`src/hw/rtl/swe_pkg.sv`:
```
// Package for the sliding window extreme block: field widths, register
// indexes and the structs passed along the cell chain. No dependencies.
`timescale 1ns / 1ps
`default_nettype none

package swe_pkg;

  localparam int SAMPLE_W       = 16;
  localparam int WS_W           = 7;
  localparam int WINDOW_MAX_DEF = 64;
  localparam int CFG_IDX_W      = 1;
  localparam int CFG_DATA_W     = 7;

  localparam logic [CFG_IDX_W-1:0] CFG_WINDOW_SIZE  = 1'b0;
  localparam logic [CFG_IDX_W-1:0] CFG_FIND_MINIMUM = 1'b1;

  localparam logic [WS_W-1:0] WS_RESET = 7'd3;

  // candidate held by one cell
  typedef struct packed {
    logic                       valid;
    logic signed [SAMPLE_W-1:0] value;
  } swe_slot_t;

  // carries running from newest cell to oldest
  typedef struct packed {
    logic                       pop;
    logic signed [SAMPLE_W-1:0] front;
  } swe_link_t;

endpackage

`default_nettype wire

```
`src/hw/rtl/swe_cell.sv`:
```
// One cell of the candidate chain: holds the candidate of a fixed age,
// decides expiry and back-pop, shifts toward older cells. Uses swe_pkg.
`timescale 1ns / 1ps
`default_nettype none

module swe_cell #(
  parameter int IDX = 0,
  parameter int KW  = 7
) (
  input  logic                               clk_i,
  input  logic                               rst_ni,
  input  logic                               shift_i,
  input  logic                               clear_i,
  input  logic                               find_min_i,
  input  logic [KW-1:0]                      win_i,
  input  logic signed [swe_pkg::SAMPLE_W-1:0] sample_i,
  input  swe_pkg::swe_slot_t                 slot_i,
  output swe_pkg::swe_slot_t                 slot_o,
  input  swe_pkg::swe_link_t                 link_i,
  output swe_pkg::swe_link_t                 link_o
);
  import swe_pkg::*;

  logic                       valid_q;
  logic signed [SAMPLE_W-1:0] val_q;
  logic                       live;
  logic                       dom;
  logic                       popd;

  // age after this transaction is IDX+1
  assign live = valid_q && !clear_i && (KW'(IDX + 1) < win_i);
  assign dom  = find_min_i ? (val_q >= sample_i) : (val_q <= sample_i);
  assign popd = link_i.pop && (!live || dom);

  assign slot_o.valid = live && !popd;
  assign slot_o.value = val_q;
  assign link_o.pop   = popd;
  assign link_o.front = valid_q ? val_q : link_i.front;

  always_ff @(posedge clk_i or negedge rst_ni) begin
    if (!rst_ni) begin
      valid_q <= 1'b0;
    end else if (shift_i) begin
      valid_q <= slot_i.valid;
    end
  end

  always_ff @(posedge clk_i) begin
    if (shift_i) begin
      val_q <= slot_i.value;
    end
  end

endmodule

`default_nettype wire

```
`src/hw/rtl/sliding_window_extreme.sv`:
```
// Timing: an accepted sample updates the cell chain and sets a pending result;
// that result is registered onto m_axis once the result side is free.
// Throughput: one sample per cycle while the result side keeps up; a chain of
// WINDOW_MAX cells, cell i holding the surviving candidate of age i, updates
// once per accepted sample and the front is registered when the result is sent.
// Reset: window_size 3, max mode, chain empty, no pending result.
`timescale 1ns / 1ps
`default_nettype none

module sliding_window_extreme #(
  parameter int WINDOW_MAX = swe_pkg::WINDOW_MAX_DEF
) (
  input  logic                               clk_i,
  input  logic                               rst_ni,
  // config write channel
  input  logic                               cfg_valid_i,
  output logic                               cfg_ready_o,
  input  logic [swe_pkg::CFG_IDX_W-1:0]      cfg_index_i,
  input  logic [swe_pkg::CFG_DATA_W-1:0]     cfg_data_i,
  // sample stream
  input  logic                               s_axis_tvalid,
  output logic                               s_axis_tready,
  input  logic [15:0]                        s_axis_tdata,  // [15:0] sample
  input  logic                               s_axis_tuser,  // [0] first_of_sequence
  input  logic                               s_axis_tlast,  // last_of_sequence
  // result stream
  output logic                               m_axis_tvalid,
  input  logic                               m_axis_tready,
  output logic [15:0]                        m_axis_tdata,  // [15:0] window_extreme
  output logic                               m_axis_tlast   // sequence_end
);
  import swe_pkg::*;

  localparam int CW = $clog2(WINDOW_MAX + 1);
  localparam int KW = (CW > WS_W) ? CW : WS_W;

  logic [WS_W-1:0]            ws_q;
  logic                       min_q;
  logic [KW-1:0]              ws_ext;
  logic [KW-1:0]              k_eff;

  logic [KW-1:0]              cnt_q, cnt_d, cnt_base;
  logic                       filled_q, filled_d;
  logic                       pend_q, pend_d;
  logic                       pend_last_q;
  logic                       out_valid_q;
  logic signed [SAMPLE_W-1:0] out_data_q;
  logic                       out_last_q;

  logic                       accept;
  logic                       first;
  logic                       out_free;
  logic                       pend_done;
  logic signed [SAMPLE_W-1:0] sample;

  swe_slot_t                  slot [WINDOW_MAX+1];
  swe_link_t                  link [WINDOW_MAX+1];

  // config
  assign cfg_ready_o = 1'b1;

  always_ff @(posedge clk_i or negedge rst_ni) begin
    if (!rst_ni) begin
      ws_q  <= WS_RESET;
      min_q <= 1'b0;
    end else if (cfg_valid_i) begin
      unique case (cfg_index_i)
        CFG_WINDOW_SIZE:  ws_q  <= cfg_data_i[WS_W-1:0];
        CFG_FIND_MINIMUM: min_q <= cfg_data_i[0];
        default: ;
      endcase
    end
  end

  assign ws_ext = KW'(ws_q);

  always_comb begin
    if (ws_q == '0) begin
      k_eff = KW'(1);
    end else if (ws_ext > KW'(WINDOW_MAX)) begin
      k_eff = KW'(WINDOW_MAX);
    end else begin
      k_eff = ws_ext;
    end
  end

  // handshake
  assign out_free      = !out_valid_q || m_axis_tready;
  assign pend_done     = pend_q && out_free;
  assign s_axis_tready = !pend_q || out_free;
  assign accept        = s_axis_tvalid && s_axis_tready;
  assign first         = s_axis_tuser;
  assign sample        = s_axis_tdata;

  // fill tracking
  always_comb begin
    cnt_base = first ? '0 : cnt_q;
    filled_d = (filled_q && !first) ||
               (({1'b0, cnt_base} + (KW+1)'(1)) >= {1'b0, k_eff});
    cnt_d    = (cnt_base == KW'(WINDOW_MAX)) ? cnt_base : cnt_base + KW'(1);
  end

  always_comb begin
    pend_d = pend_q;
    if (accept) begin
      pend_d = filled_d;
    end else if (pend_done) begin
      pend_d = 1'b0;
    end
  end

  always_ff @(posedge clk_i or negedge rst_ni) begin
    if (!rst_ni) begin
      cnt_q       <= '0;
      filled_q    <= 1'b0;
      pend_q      <= 1'b0;
      out_valid_q <= 1'b0;
    end else begin
      if (accept) begin
        cnt_q    <= cnt_d;
        filled_q <= filled_d;
      end
      pend_q <= pend_d;
      if (pend_done) begin
        out_valid_q <= 1'b1;
      end else if (m_axis_tready) begin
        out_valid_q <= 1'b0;
      end
    end
  end

  always_ff @(posedge clk_i) begin
    if (accept) begin
      pend_last_q <= s_axis_tlast;
    end
    if (pend_done) begin
      out_data_q <= link[WINDOW_MAX].front;
      out_last_q <= pend_last_q;
    end
  end

  // cell chain, newest at cell 0
  assign slot[0].valid = 1'b1;
  assign slot[0].value = sample;
  assign link[0].pop   = 1'b1;
  assign link[0].front = '0;

  for (genvar i = 0; i < WINDOW_MAX; i++) begin : g_cell
    swe_cell #(
      .IDX (i),
      .KW  (KW)
    ) u_cell (
      .clk_i      (clk_i),
      .rst_ni     (rst_ni),
      .shift_i    (accept),
      .clear_i    (first),
      .find_min_i (min_q),
      .win_i      (k_eff),
      .sample_i   (sample),
      .slot_i     (slot[i]),
      .slot_o     (slot[i+1]),
      .link_i     (link[i]),
      .link_o     (link[i+1])
    );
  end

  assign m_axis_tvalid = out_valid_q;
  assign m_axis_tdata  = out_data_q;
  assign m_axis_tlast  = out_last_q;

endmodule

`default_nettype wire
```
`config.mk`:
```
export PLATFORM = sky130hd
export DESIGN_NAME = sliding_window_extreme
export DESIGN_NICKNAME = d
export VERILOG_FILES = /design/src/hw/rtl/swe_pkg.sv /design/src/hw/rtl/swe_cell.sv /design/src/hw/rtl/sliding_window_extreme.sv
export SDC_FILE = /design/constraint.sdc
export NUM_CORES = 2
export LEC_CHECK = 0
export BUFFER_PORTS_ARGS = -buffer_cell sky130_fd_sc_hd__buf_4
export CAP_MARGIN = 20
export CORE_ASPECT_RATIO = 1.1
export CORE_MARGIN = 2
export CORE_UTILIZATION = 30
export DETAILED_ROUTE_END_ITERATION = 10
export PLACE_DENSITY = 0.52
export SKIP_LAST_GASP = 1
export SLEW_MARGIN = 20
export SYNTH_ARGS = -nofsm -noshare
export SYNTH_HDL_FRONTEND = slang
export SYNTH_SLANG_ARGS = --single-unit
```
`constraint.sdc`:
```
create_clock -name clk_i -period 72.2 [get_ports clk_i]
set_input_delay 7.22 -clock clk_i [delete_from_list [all_inputs] [get_ports clk_i]]
set_output_delay 7.22 -clock clk_i [all_outputs]
set_load 0.005 [all_outputs]
```
==> impl_metrics.csv <==
group,metric,value,unit
synthesis,async_reset_ff_frac,0.0730,
power,power.density,25.8,nW/um^2
clock_tree,cts_setup_buffers,0,
clock_tree,cts_made_buffers,137,
power,pwr-share-clk,0.358,
synthesis,synth_edf_count,1042,
timing,worst_pin_slew,1.23,ns
timing,finalSetupViolCount,0,
route,wl_met3,17100,um
synthesis,yosys_warnings,0,
synthesis,ys.flop_type,"edfxtp_1",
synthesis,syn_area,68000,um^2
route,vias,53319,
setup_path,cp.arrival,7.74,ns
route,drt_iter0_markers,5597,
place,io_buffers,49,
clock_tree,ctsResizeCount,0,
clock_tree,cts_buffer_depth,3,
power,combPwrFrac,0.218,
setup_path,startpoint_type,"input pin",
setup_path,critPathMaxFanout,3,
floorplanning,die_y,503,um
clock_tree,cts_root_buf,"clkbuf_16",
setup_path,endpoint_kind,"output pin",
setup_path,crit_type,"input pin to output pin",
layout,final_util,0.340,
place,gp_congestion,0.945,
floorplanning,die_area,230000,um^2
grt,grt_pass1_wl,363000,um
run,max_cap_violations,0,
synthesis,synth_common_cells,"1,042 x edfxtp_1, 1,017 x ha_1, 422 x nand2_1",
grt,overflow,0,
layout,area_growth_syn_to_layout,12.7,%
timing,skew,0.0365,ns
setup_path,required,64.98,ns
timing,maxSlewHeadroom,0.159,
grt,grt_pass1_vias,53058,
route,routedLengthMet1,102000,um
route,wl_per_cell,27.7,um
floorplanning,core_area,226000,um^2
floorplanning,row_count,183,
floorplanning,ioPinCount,51,
route,viasPerCell,5.88,
power,total_leakage_power,29.2,nW
hold_path,hp-class,"flip-flop to flip-flop",
synthesis,synth_nets,6942,
route,drtPass1Iterations,8,
status,status,"completed",
route,ant_nets,0,
synthesis,seq_area_frac_synth,0.490,
timing,hold_viol,0,
layout,final_nets,7036,
clock_tree,h-tree-depth,4,
clock_tree,clk_latency,0.82,ns
grt,antenna_found_initial,13,
timing,period_share,0.207,
synthesis,synth_area_leaders,"edfxtp_1 46%, ha_1 19%, dfrtp_1 2.9%, a21oi_1 2.7%, nand2_1 2.3%",
power,share_seq_of_total_power,0.424,
route,routed_wl,251000,um
route,drcViolationCount,0,
timing,tns,0,ns
layout,final_layout_size_suffix_gt1_frac,0.0704,
timing,min_period,14.96,ns
grt,grt_usage,0.213,
clock_tree,clkSlewWorstSetupHoldPaths,0.06,ns
synthesis,synth.distinct_cells,91,
power,swShare,0.329,
place,dp_hpwl,185000,um
timing,rsz0062_at_grt,"no",
synthesis,yosysMostFrequentCell,"edfxtp_1",
grt,grt_max_degree,163,
timing,slew_viol_final,0,
power,p_int,1.33,mW
route,dr_wl_met2,119000,um
layout,num-fill-cells,22433,
synthesis,synth_top_cell_by_area,"edfxtp_1",
floorplanning,initial_core_util,0.301,
synthesis,synth.avg_cell_area,11.5,um^2
clock_tree,cts_tree,"done",
floorplanning,die_x,458,um
clock_tree,holdBufCountCts,0,
power,ir_worst_vdd,25.4,uV
route,top_layer,"met5",
synthesis,syn-instance-count,5894,
synthesis,synth_seq_cells,1124,
power,switching_power,650,uW
timing,fmax,66.8,MHz
synthesis,yosysTopAreaCellShare,0.460,
clock_tree,clock-sinks,1124,
-- sequential cells by signal, summed over array words and instances, names as in the netlist --
name and flops:
g_cell.u_cell.val_q 1024, g_cell.u_cell.valid_q 64, m_axis_tdata 16, cnt_q 7
ws_ext 7, filled_q 1, m_axis_tlast 1, m_axis_tvalid 1
min_q 1, pend_last_q 1, pend_q 1
-- worst paths after layout --
check	depth (start not counted)	slack [ns]	startpoint	to
worst max register to register	10	66.19	m_axis_tvalid	g_cell[47].u_cell.valid_q
max in group asynchronous	2	64.26	rst_ni	g_cell[51].u_cell.valid_q
min in group asynchronous	1	6.41	rst_ni	g_cell[0].u_cell.valid_q
worst max-delay path	3	57.24	m_axis_tready	s_axis_tready
worst min-delay path	0	0.43	pend_last_q	m_axis_tlast
worst min register to register	0	0.43	pend_last_q	m_axis_tlast
-- power groups by stage --
stage | Clock, mW | Sequential, mW | Combinational (mW)
floorplan | 0 | 0.865 | 0.254
global placement | 0 | 0.849 | 0.414
detailed placement | 0 | 0.850 | 0.421
CTS | 0.718 | 0.837 | 0.423
global route | 0.741 | 0.843 | 0.464
finish | 0.708 | 0.838 | 0.431
-- critical path, cell delays in order --
cell,delay [ns]
buf_4,0.11
nand3b_1,0.23
buf_4,0.18
-- routing by layer --
metal	track usage	up-vias
met5	0	-
met4	0.106	16
met3	0.0383	533
met2	0.357	2124
met1	0.264	26701
li1	-	23945
-- cells in the final DEF (no fill, tap or decap), types with 67 or more instances in the layout --
cell type and count:
a211oi_1 74, a21oi_1 362, a221oi_1 91, buf_4 140, o21a_1 69, ha_1 1017
o22ai_1 160, nand3_1 108, nor2b_1 71, edfxtp_1 1042, nand2_1 421, nand2b_1 67
nor3_1 146, inv_1 171, dfrtp_1 79, o211ai_1 86, nor2_1 369, o21ai_0 240
nand4_1 154, clkbuf_16 137, a222oi_1 86
-- kinds of logic (layout without fill, tap and decap cells) --
kind of cell	count (synthesis)	in the layout	share of synthesized area
muxes	32	32	0.00495
AOI/OAI and AO/OA	1691	1691	0.173
xor gates and xnor gates	55	55	0.00708
buffers and inverters	388	598	0.0219
adders and majority gates	1017	1017	0.187
other	1	8	0.0000552
DFF	1124	1124	0.490
and+or+nand+nor	1586	1586	0.115
-- per-stage QoR --
stage	area [um^2]	hold slack (ns)	setup slack (ns)	power [mW]	std cells
floorplan	68000	0.400	34.81	1.12	5894
global placement	72100	0.405	57.23	1.26	8807
detailed placement	72100	0.419	57.24	1.27	8807
CTS	76600	0.434	57.24	1.98	9062
global route	76600	0.440	57.21	2.05	9064
finish	76700	0.430	57.24	1.98	9071
-- final cells by class --
cell class | count | area [um^2] | share of cell area
Inverter | 199 | 787 | 0.0103
Clock inverter | 64 | 707 | 0.00922
Sequential cell | 1124 | 33300 | 0.435
Antenna cell | 7 | 17.5 | 0.000229
Tap cell | 2960 | 3700 | 0.0483
Multi-Input combinational cell | 4382 | 33200 | 0.433
Clock buffer | 191 | 3760 | 0.0491
Timing Repair Buffer | 144 | 1130 | 0.0148
No activity file was read; power rests on OpenSTA's default activity.
